`config.mk`:
```
export PLATFORM = sky130hd
export DESIGN_NAME = packed_field_unpacker
export DESIGN_NICKNAME = d
export VERILOG_FILES = /design/src/sv/pfu_pkg.sv /design/src/sv/packed_field_unpacker.sv
export SDC_FILE = /design/constraint.sdc
export NUM_CORES = 1
export LEC_CHECK = 0
export BUFFER_PORTS_ARGS = -buffer_cell sky130_fd_sc_hd__buf_2
export CAP_MARGIN = 25
export CORE_AREA = 2 2 158 160
export DETAILED_ROUTE_END_ITERATION = 8
export DIE_AREA = 0 0 160 162
export PLACE_DENSITY = 0.54
export SLEW_MARGIN = 30
export SYNTH_ARGS = -nofsm -noshare
export SYNTH_HDL_FRONTEND = slang
export SYNTH_SLANG_ARGS = --single-unit
```
`constraint.sdc`:
```
create_clock -name aclk -period 5.6 [get_ports aclk]
set_input_delay 0 -clock aclk [delete_from_list [all_inputs] [get_ports aclk]]
set_output_delay 0 -clock aclk [all_outputs]
set_load 0.01 [all_outputs]
```
`src/sv/pfu_pkg.sv`:
```
// Shared constants for the MSB-first packed field unpacker.
package pfu_pkg;

    localparam int MAX_WIDTH  = 24;
    localparam int COUNT_BITS = 16;
    localparam int BUF_BITS   = 32;
    localparam int HELD_BITS  = 6;
    localparam int WIDTH_BITS = 5;
    localparam int VALUE_BITS = 24;
    localparam int CFG_DATA_BITS  = 16;
    localparam int CFG_INDEX_BITS = 1;

    localparam logic [CFG_INDEX_BITS-1:0] CFG_BITS_PER_VALUE = 1'd0;
    localparam logic [CFG_INDEX_BITS-1:0] CFG_VALUE_COUNT    = 1'd1;

    localparam logic [WIDTH_BITS-1:0] BITS_RESET  = 5'd8;
    localparam logic [COUNT_BITS-1:0] COUNT_RESET = 16'd3447;

endpackage

```
`src/sv/packed_field_unpacker.sv`:
```
// Top level of the MSB-first packed field unpacker.
//
// Input requests carry one byte of a packed bit stream (s_data_byte) and a
// flag (s_first_byte) that starts a new message, clearing the bit buffer and
// the value counter. Each value of bits_per_value bits (1..24) is returned on
// the result channel, most significant bit first, zero-extended in m_value;
// m_last_value marks value number value_count of the message. After that,
// padding bits and further bytes without the flag are dropped.
// A completing byte is first held in the bit buffer; its value then moves to
// the result register once that register is free. One value leaves per cycle
// while the receiver does not stall, so a byte is taken every cycle for widths
// of 8 and more; narrower widths hold a byte until its values have all moved
// through the single result register. The next byte is taken in the cycle
// that the last pending value of the current one moves to the result register.
// Reset (aresetn low, synchronous) restores bits_per_value 8 and
// value_count 3447 and empties the buffer, counter and result register.
// When the receiver stalls, the result register holds and s_ready drops
// while values of the current byte are still waiting.
module packed_field_unpacker (
    input  logic                                 aclk,
    input  logic                                 aresetn,
    input  logic                                 s_valid,
    output logic                                 s_ready,
    input  logic [7:0]                           s_data_byte,
    input  logic                                 s_first_byte,
    output logic                                 m_valid,
    input  logic                                 m_ready,
    output logic [pfu_pkg::VALUE_BITS-1:0]       m_value,
    output logic                                 m_last_value,
    input  logic                                 cfg_wr_en,
    input  logic [pfu_pkg::CFG_INDEX_BITS-1:0]   cfg_index,
    input  logic [pfu_pkg::CFG_DATA_BITS-1:0]    cfg_wdata
);

    logic [pfu_pkg::WIDTH_BITS-1:0] bpv_reg;
    logic [pfu_pkg::COUNT_BITS-1:0] count_reg;
    logic [pfu_pkg::BUF_BITS-1:0]   buf_reg, buf_next;
    logic [pfu_pkg::HELD_BITS-1:0]  held_reg, held_next;
    logic [pfu_pkg::COUNT_BITS-1:0] given_reg, given_next;
    logic                           active_reg, active_next;
    logic [2:0]                     burst_reg, burst_next;
    logic                           m_valid_reg;
    logic [pfu_pkg::VALUE_BITS-1:0] m_value_reg;
    logic                           m_last_reg;

    logic [pfu_pkg::WIDTH_BITS-1:0] width;
    logic [pfu_pkg::BUF_BITS-1:0]   mask;
    logic [pfu_pkg::BUF_BITS-1:0]   extracted;
    logic [pfu_pkg::HELD_BITS-1:0]  held_after;
    logic [pfu_pkg::COUNT_BITS-1:0] given_after;
    logic                           still_active;
    logic                           out_free;
    logic                           emit_fire;
    logic                           s_fire;
    logic [pfu_pkg::BUF_BITS-1:0]   buf_base;
    logic [pfu_pkg::HELD_BITS-1:0]  held_base;
    logic [pfu_pkg::COUNT_BITS-1:0] given_base;
    logic [pfu_pkg::HELD_BITS-1:0]  held_grown;

    always_comb begin
        if (bpv_reg == '0) begin
            width = pfu_pkg::WIDTH_BITS'(1);
        end else if (bpv_reg > pfu_pkg::WIDTH_BITS'(pfu_pkg::MAX_WIDTH)) begin
            width = pfu_pkg::WIDTH_BITS'(pfu_pkg::MAX_WIDTH);
        end else begin
            width = bpv_reg;
        end
    end

    assign mask         = (pfu_pkg::BUF_BITS'(1) << width) - pfu_pkg::BUF_BITS'(1);
    assign held_after   = held_reg - {1'b0, width};
    assign extracted    = (buf_reg >> held_after[pfu_pkg::WIDTH_BITS-1:0]) & mask;
    assign given_after  = given_reg + pfu_pkg::COUNT_BITS'(1);
    assign still_active = (held_after >= {1'b0, width}) && (given_after < count_reg)
                          && (burst_reg != 3'd7);

    assign out_free  = !m_valid_reg || m_ready;
    assign emit_fire = active_reg && out_free;
    assign s_ready   = !active_reg || (out_free && !still_active);
    assign s_fire    = s_valid && s_ready;

    always_comb begin
        buf_base   = buf_reg;
        held_base  = emit_fire ? held_after : held_reg;
        given_base = emit_fire ? given_after : given_reg;
        burst_next = emit_fire ? burst_reg + 3'd1 : burst_reg;
        if (s_fire && s_first_byte) begin
            buf_base   = '0;
            held_base  = '0;
            given_base = '0;
        end
        held_grown  = held_base + pfu_pkg::HELD_BITS'(8);
        buf_next    = buf_base;
        held_next   = held_base;
        given_next  = given_base;
        active_next = emit_fire ? still_active : active_reg;
        if (s_fire) begin
            burst_next = '0;
            if (given_base >= count_reg) begin
                active_next = 1'b0;
            end else begin
                buf_next    = {buf_base[pfu_pkg::BUF_BITS-9:0], s_data_byte};
                held_next   = held_grown;
                active_next = held_grown >= {1'b0, width};
            end
        end
    end

    always_ff @(posedge aclk) begin
        if (!aresetn) begin
            bpv_reg     <= pfu_pkg::BITS_RESET;
            count_reg   <= pfu_pkg::COUNT_RESET;
            buf_reg     <= '0;
            held_reg    <= '0;
            given_reg   <= '0;
            active_reg  <= 1'b0;
            burst_reg   <= '0;
            m_valid_reg <= 1'b0;
        end else begin
            if (cfg_wr_en) begin
                unique case (cfg_index)
                    pfu_pkg::CFG_BITS_PER_VALUE: begin
                        bpv_reg <= cfg_wdata[pfu_pkg::WIDTH_BITS-1:0];
                    end
                    pfu_pkg::CFG_VALUE_COUNT: begin
                        count_reg <= cfg_wdata[pfu_pkg::COUNT_BITS-1:0];
                    end
                endcase
            end
            buf_reg    <= buf_next;
            held_reg   <= held_next;
            given_reg  <= given_next;
            active_reg <= active_next;
            burst_reg  <= burst_next;
            if (emit_fire) begin
                m_valid_reg <= 1'b1;
            end else if (m_ready) begin
                m_valid_reg <= 1'b0;
            end
        end
    end

    always_ff @(posedge aclk) begin
        if (emit_fire) begin
            m_value_reg <= extracted[pfu_pkg::VALUE_BITS-1:0];
            m_last_reg  <= !(given_after < count_reg);
        end
    end

    assign m_valid      = m_valid_reg;
    assign m_value      = m_value_reg;
    assign m_last_value = m_last_reg;

endmodule
```
==> out/qor.csv, run 1 <==
stage;metric;value;unit
yosys;number of warnings issued by yosys;0;
sta;post-route setup slack;0.365;ns
floorplan;die width;160;microns
worst_setup_path;reg2reg end;buf_reg[22];
power_and_ir_drop;power density over cell area;378;nW/um^2
final_layout;Area Overhead vs Synth;19.3;%
yosys;post-synthesis share of cell area spent on xor and xnor gates;0.0442;
place;placer's final routability congestion estimate;0.844;
clock_network;number of buffers created by CTS;9;
worst_setup_path;critical path arrival;5.48;ns
power_and_ir_drop;Peak VDD IR;0.198;mV
sta;final setup violating endpoints;0;
detailed_routing;aggregate routed wire length;19400;microns
grt;Total GRT Usage;0.150;
worst_setup_path;type of element capturing the critical path;flop;
sta;setup total negative slack;0;ns
yosys;Post-Synth Adder-Cell Area;0.0941;
sta;RSZ-0062 raised after global routing;false;
worst_setup_path;slowest cell on the critical path;o41ai_4;
yosys;area fraction in compound gates after synthesis;0.176;
worst_hold_path;path category of the worst min-delay check;primary input to flop;
worst_setup_path;critical path peak fanout;13;
place;post-placement worst setup slack;0.340;ns
final_layout;most frequent standard cell in the layout excluding fill and tap cells;nor2_1;
floorplan;die area;25900;sq um
yosys;count of distinct cell types in the synthesized netlist;66;
sta;clock skew after layout;0.00875;ns
grt;total overflow reported by the global router;0;
grt;number of antenna violations at the first check in global routing;1;
sta;crit share post-route;0.935;
run;Maximum Capacitance Violations;0;
clock_network;clock tree from TritonCTS;done;
sta;final-report hold violation count;0;
yosys;share of cell area taken by muxes after synthesis;0.112;
yosys;Syn Std Cell Area;7130;sq um
yosys;register bit count reported by yosys;105;
grt;pin count of the biggest net entering global routing;43;
detailed_routing;Post-route DRC;0;
worst_hold_path;Worst Hold Depth;2;
floorplan;die height;162;microns
final_layout;leading cell types in the layout, fill and taps excluded;nor2_1 (117), nand2_1 (113), dfxtp_1 (78);
worst_setup_path;Critical Path Max Stage Delay;0.40;ns
worst_setup_path;Worst R2R Path Depth;26;
sta;final period demand of the worst path;5.24;ns
clock_network;H-tree depth;3;
place;total half-perimeter wirelength after legalization and detailed placement;14400;microns
worst_hold_path;Hold Crit Start;aresetn;
yosys;simple logic cell fraction of the synthesized area;0.193;
sta;transition time at the pin with the least slew margin;0.831;ns
floorplan;total number of placement rows;57;
detailed_routing;via density per instance;4.93;
worst_hold_path;worst hold path endpoint;count_reg[0];
clock_network;clock insertion delay at the later pin of the skew report;0.36;ns
floorplan;initial core utilization;0.296;
run_status;outcome;complete, no violations;
detailed_routing;TritonRoute pass-1 iters;5;
worst_setup_path;critical path's most frequent cell;o21ai_0;
worst_setup_path;worst setup slack for register-to-register paths;0.36;ns
yosys;dominant combinational cell family by area after synthesis;simple AND/OR/NAND/NOR gates;
sta;Slew Viols, Final;0;
detailed_routing;total via count after detailed routing;6249;
final_layout;layout cells sized above 1;0.148;
yosys;synthesized area per cell;8.25;sq um
power_and_ir_drop;cell leakage power;0.00375;uW
clock_network;clock tree root driver cell;clkbuf_16;
yosys;Async S/R FF share, synth;0;
clock_network;maximum buffer depth of the clock tree;2;
yosys;cells after synthesis;864;
clock_network;clock-pin transition on the worst setup and hold timing paths;0.07;ns
worst_setup_path;startpoint class of the critical path;flop;
floorplan;core area;24100;sq um
worst_setup_path;Critical R2R Launch;bpv_reg[4];
worst_setup_path;path type of the worst setup path;flop to flop;
detailed_routing;Initial DRC Count;485;
sta;Max Fclk;191;MHz
floorplan;# IOs;58;
final_layout;net count reported at finish;1022;
final_layout;number of flip-flops in the largest register;32;
place;total of buffers placed on input and output ports;57;
detailed_routing;average wire length per cell after detail routing;15.3;microns
sta;slew margin rel.;0.446;
yosys;sequential share of the synthesized area;0.330;
yosys;count of flip-flops with a built-in enable after synthesis;25;
clock_network;clk sinks;105;
grt;via count of the first global-routing pass;5830;
yosys;synthesized net count;948;
grt;global-route wire length before repair;31100;microns
worst_setup_path;required time of the critical path;5.84;ns
detailed_routing;residual antenna-violating net count after detailed routing;0;
yosys;top_reg_cell synth;dfxtp_1;
## synthesized netlist by cell type (4+ instances only)
cell	number	area, sq um
nor4_1	4	25.0
o21ai_0	37	185
a31oi_1	7	43.8
buf_1	9	33.8
clkbuf_1	37	139
a211oi_1	17	128
nor2b_1	12	75.1
a22o_1	8	70.1
xor2_1	19	166
nor2_1	118	443
ha_1	52	651
nand2b_1	9	56.3
a211o_1	4	35.0
a21oi_1	61	305
mux2i_1	64	641
xnor2_1	17	149
edfxtp_1	25	751
and3_1	7	43.8
nand3_1	21	105
inv_1	32	120
nor3_1	10	50.1
nand4_1	6	37.5
nand2_1	114	428
buf_2	4	20.0
o211ai_1	10	75.1
a311oi_1	4	35.0
mux4_2	4	90.1
a21o_1	9	67.6
dfxtp_1	80	1600
mux2_2	6	67.6
and2_1	7	43.8
## layer usage
| layer | global-route usage | share of wire | up-vias |
|---|---|---|---|
| li1 | - | - | 3205 |
| met1 | 0.222 | 0.53 | 2900 |
| met2 | 0.221 | 0.42 | 127 |
| met3 | 0.0220 | 0.041 | 17 |
| met4 | 0.0495 | 0.015 | 0 |
| met5 | 0 | 0 | - |
## critical path, delay by kind of cell, from the launching register on
kind,cells,cell delay [ns]
AOI/OAI and AO/OA,9,1.92
adders and majority gates,4,1.13
and+or+nand+nor,7,0.81
buffers and inverters,4,0.54
DFF,1,0.37
muxes,1,0.20
xor gates and xnor gates,1,0.14
## cell families (layout without fill, tap and decap cells)
group | Yosys count | after routing
AO/OA/AOI/OAI | 189 | 189
AND/OR/NAND/NOR | 317 | 317
flip-flops | 105 | 105
buffers and inverters | 89 | 168
adder cells (fa/ha/maj) | 53 | 53
XOR/XNOR | 36 | 36
multiplexers | 74 | 74
other | 1 | 2
## report_power, final
group | total, uW | internal, uW | switching, uW | leakage, uW
sequential | 961 | 904 | 56.9 | 0.000887
combinational | 1580 | 624 | 961 | 0.00271
clock | 667 | 365 | 302 | 0.000151
total | 3210 | 1890 | 1320 | 0.00375
## how the worst max path moves through the flow
stage | slack [ns] | start | cells past startpoint | endpoint
after floorplan | 0.002 | bpv_reg[4] | 30 | buf_reg[13]
after global placement | 0.42 | given_reg[0] | 25 | buf_reg[28]
after detailed placement | 0.34 | bpv_reg[4] | 25 | buf_reg[8]
after CTS | 0.31 | bpv_reg[4] | 25 | buf_reg[8]
after global routing | 0.04 | bpv_reg[4] | 27 | buf_reg[28]
final | 0.36 | bpv_reg[4] | 26 | buf_reg[22]
## through the flow
step | power (uW) | util | std cells | hold slack, ns | instance area, sq um
floorplan | 2110 | - | 864 | 0.124 | 7190
finish | 3210 | 0.353 | 1268 | 0.0547 | 8500
detailed placement | 2520 | 0.326 | 1221 | 0.228 | 7870
global placement | 2510 | 0.326 | 1221 | 0.226 | 7870
global route | 3460 | 0.353 | 1267 | 0.0731 | 8500
CTS | 3220 | 0.350 | 1262 | 0.0359 | 8430
## timing repair
action                                  4_1_cts  5_1_grt
setup buffers                                 0        3
resized for setup                             0        9
hold buffers                                 25        0
endpoints found under the hold margin        30        0
endpoints found under the setup margin        0       27
## layout make-up
| cell class | count | area (sq um) |
|---|---|---|
| Multi-Input combinational cell | 670 | 4470 |
| Fill cell | 2588 | 15600 |
| Clock buffer | 10 | 239 |
| Tap cell | 324 | 405 |
| Clock inverter | 6 | 71.3 |
| Antenna cell | 1 | 2.50 |
| Inverter | 36 | 136 |
| Timing Repair Buffer | 116 | 820 |
| Sequential cell | 105 | 2350 |
Power figures use the tool's default switching activity.
==> run 2, diff against run 1 <==
- ABC_AREA: default -> 1
- CORE_AREA: 2 2 158 160 -> 2 2 164 166
- DIE_AREA: 0 0 160 162 -> 0 0 166 168
==> run 2 against run 1 <==
Compared with the run above: first-iteration DRC count up 7.6%; critical path depth increased by 11; largest power group unchanged; die area is 7.6% higher; total power increased by 34%; sequential power up 22%; worst setup slack better by 0.15 ns; via count is 17% higher; area after synthesis rose by 7.9%; combinational power is 54% higher; critical endpoint is now active_reg.
==> out/qor.csv, run 2 <==
stage;metric;value;unit;change
run_status;outcome;complete, no violations;;
place;total half-perimeter wirelength after legalization and detailed placement;15600;microns;+8.4%
floorplan;core area;26400;sq um;+9.3%
power_and_ir_drop;post-layout power;4300;uW;+34%
final_layout;Area Overhead vs Synth;16.4;%;
worst_hold_path;path category of the worst min-delay check;primary input to flop;;
clock_network;clock tree root driver cell;clkbuf_16;;
final_layout;leading cell types in the layout, fill and taps excluded;nand2_1 (302), inv_1 (140), nor2_1 (131);;
floorplan;die area;27900;sq um;+7.6%
sta;clock skew after layout;0.00833;ns;-0.000422 ns
floorplan;die height;168;microns;+3.7%
detailed_routing;Initial DRC Count;522;;+7.6%
place;placer's final routability congestion estimate;0.868;;+2.8%
yosys;top cells by area, synth;dfxtp_1 (21%), nand2_1 (15%), edfxtp_1 (9.8%);;
sta;slew margin rel.;0.404;;-0.0419
sta;Slew Viols, Final;0;;unchanged
worst_setup_path;critical path startpoint;given_reg[1];;
yosys;Synth top area share;0.208;;-0.0165
grt;number of antenna violations at the first check in global routing;0;;-1
worst_setup_path;path type of the worst setup path;flop to flop;;
clock_network;maximum buffer depth of the clock tree;2;;unchanged
clock_network;clock insertion delay at the later pin of the skew report;0.37;ns;about the same
yosys;Syn Std Cell Area;7690;sq um;+7.9%
worst_setup_path;endpoint of the most critical setup path;active_reg;;
detailed_routing;residual antenna-violating net count after detailed routing;0;;unchanged
clock_network;clk sinks;105;;unchanged
run;Maximum Capacitance Violations;0;;unchanged
detailed_routing;via density per instance;4.66;;-5.5%
power_and_ir_drop;proportion of power drawn by flip-flops and latches;0.272;;-0.027
final_layout;most frequent standard cell in the layout excluding fill and tap cells;nand2_1;;
power_and_ir_drop;Peak VDD IR;0.230;mV;+16%
power_and_ir_drop;proportion of total power due to net switching;0.482;;+0.0709
sta;post-route setup slack;0.513;ns;+0.148 ns
yosys;leading cell types by count after synthesis;nand2_1 (302), inv_1 (140), nor2_1 (136);;
detailed_routing;average wire length per cell after detail routing;13.4;microns;-12%
power_and_ir_drop;cell leakage power;0.00433;uW;+15%
grt;total overflow reported by the global router;0;;unchanged
worst_setup_path;Worst R2R Path Depth;37;;+42%
yosys;count of distinct cell types in the synthesized netlist;52;;-21%
worst_setup_path;type of element capturing the critical path;flop;;
sta;transition time at the pin with the least slew margin;0.893;ns;+0.0618 ns
worst_setup_path;critical path arrival;5.35;ns;-0.13 ns
clock_network;clock-pin transition on the worst setup and hold timing paths;0.08;ns;about the same
yosys;Async S/R FF share, synth;0;;unchanged
worst_setup_path;Critical R2R Launch;given_reg[1];;
sta;final-report hold violation count;0;;unchanged
worst_setup_path;cell class contributing the biggest share of worst-path delay;simple AND/OR/NAND/NOR gates;;
sta;final period demand of the worst path;5.09;ns;-0.148 ns
yosys;synthesized area per cell;6.58;sq um;-20%
yosys;largest area contributor in the synthesized netlist;dfxtp_1;;
yosys;register bit count reported by yosys;105;;unchanged
final_layout;net count reported at finish;1314;;+29%
final_layout;number of inserted diodes;0;;-1
clock_network;H-tree depth;3;;unchanged
power_and_ir_drop;clock network fraction of design power;0.163;;-0.045
grt;global-route wire length before repair;35200;microns;+13%
floorplan;# IOs;58;;unchanged
yosys;top_reg_cell synth;dfxtp_1;;
yosys;synthesized net count;1254;;+32%
power_and_ir_drop;switching pwr;2070;uW;+57%
grt;pin count of the biggest net entering global routing;58;;+35%
yosys;number of warnings issued by yosys;0;;unchanged
floorplan;initial core utilization;0.292;;-0.00378
worst_setup_path;critical path peak fanout;43;;+30
power_and_ir_drop;Logic pwr share;0.565;;+0.072
worst_setup_path;stages on the worst setup path;37;;+42%
worst_setup_path;reg2reg end;active_reg;;
grt;Total GRT Usage;0.154;;+0.00433
sta;crit share post-route;0.908;;-0.0264
yosys;top-count cell post-synth;nand2_1;;
yosys;count of flip-flops with a built-in enable after synthesis;25;;unchanged
worst_setup_path;slowest cell on the critical path;buf_4;;
yosys;cells after synthesis;1170;;+35%
clock_network;clock tree from TritonCTS;done;;
yosys;sequential share of the synthesized area;0.306;;-0.0242
worst_setup_path;Critical Path Max Stage Delay;0.37;ns;-0.03 ns
detailed_routing;aggregate routed wire length;21100;microns;+9.2%
worst_setup_path;critical path's most frequent cell;nand2_1;;
sta;final setup violating endpoints;0;;unchanged
power_and_ir_drop;power density over cell area;480;nW/um^2;+27%
sta;RSZ-0062 raised after global routing;false;;
place;total of buffers placed on input and output ports;57;;unchanged
worst_setup_path;worst setup slack for register-to-register paths;0.51;ns;+0.15 ns
floorplan;total number of placement rows;60;;+5.3%
power_and_ir_drop;design internal power;2230;uW;+18%
floorplan;die width;166;microns;+3.8%
grt;via count of the first global-routing pass;6929;;+19%
detailed_routing;Post-route DRC;0;;unchanged
worst_setup_path;sum of buffers and inverters on the critical path;7;;+3
place;post-placement worst setup slack;0.346;ns;+0.00526 ns
final_layout;layout cells sized above 1;0.121;;-0.0278
clock_network;number of buffers created by CTS;9;;unchanged
detailed_routing;TritonRoute pass-1 iters;5;;unchanged
sta;setup total negative slack;0;ns;unchanged
worst_setup_path;startpoint class of the critical path;flop;;
detailed_routing;total via count after detailed routing;7340;;+17%
final_layout;number of flip-flops in the largest register;32;;unchanged
worst_setup_path;required time of the critical path;5.86;ns;+0.02 ns
sta;Max Fclk;197;MHz;+2.9%
[run 2: changes by cell type after synthesis, moves of 18 or more]
| cell | before | now |
|---|---|---|
| nand3_1 | 21 | 47 |
| o21ai_0 | 37 | 90 |
| nor2_1 | 118 | 136 |
| nand2_1 | 114 | 302 |
| inv_1 | 32 | 140 |
| mux2i_1 | 64 | 13 |
| o21ai_1 | 1 | 34 |
[run 2: layer usage]
metal  part of all wire  vias to the layer above  track usage
li1                   -                     3906            -
met1               0.50                     3280        0.214
met2               0.44                      129        0.246
met3              0.037                       25       0.0195
met4              0.022                        0       0.0548
met5                  0                        -            0
[run 2: timing repair]
action                                 CTS  global route
gates resized for setup                  0            11
hold buffers                            25             0
endpoints found under the hold margin   30             0
buffers inserted                         0             2
setup endpoints to repair                0            36
[run 2: worst min path at each step]
stage,startpoint,endpoint,slack (ns),cells after the start
after floorplan,cfg_wdata[0],count_reg[0],0.11,2
after global placement,cfg_wdata[6],count_reg[6],0.22,3
after detailed placement,cfg_wdata[8],count_reg[8],0.22,3
after CTS,cfg_index,bpv_reg[3],0.03,3
after global routing,cfg_index,bpv_reg[3],0.06,3
final,cfg_index,bpv_reg[3],0.05,3
[run 2: final cells by class]
cell class	count	area, sq um
timing repair buffer	102	713
inverter	156	586
fill	2866	17400
clock buffer	9	225
multi-input combinational	856	4560
sequential	105	2350
tap	341	427
clock inverter	7	92.6
[run 2: power groups by stage]
stage	clock network, uW	registers, uW	logic [uW]
global placement	0	1180	2390
global route	752	1200	2780
floorplan	0	1170	1770
detailed placement	0	1190	2400
CTS	722	1170	2430
finish	702	1170	2430
[run 2: cell families after synthesis]
family / count (synthesis) / synth area share
XOR/XNOR: 17 / 0.0194
other: 1 / 0.000487
multiplexers: 13 / 0.0169
AND/OR/NAND/NOR: 536 / 0.290
flip-flops: 105 / 0.306
buffers and inverters: 210 / 0.110
adder cells (fa/ha/maj): 53 / 0.0872
AO/OA/AOI/OAI: 235 / 0.170
[run 2: per-stage QoR]
| stage | hold WS [ns] | area (sq um) | instances | util |
|---|---|---|---|---|
| finish | 0.0510 | 8960 | 1576 | 0.340 |
| detailed placement | 0.224 | 8320 | 1532 | 0.316 |
| CTS | 0.0252 | 8890 | 1573 | 0.337 |
| global placement | 0.220 | 8320 | 1532 | 0.316 |
| floorplan | 0.113 | 7690 | 1170 | - |
| global route | 0.0577 | 8960 | 1576 | 0.340 |
[run 2: worst register-to-register path: cells and delay by family, from the launching register on]
family	cells	cell delay [ns]
simple gates	20	2.13
fa+ha+maj	2	0.62
compound gates	7	0.93
xor+xnor	1	0.19
flops	1	0.36
buf+inv	7	0.77
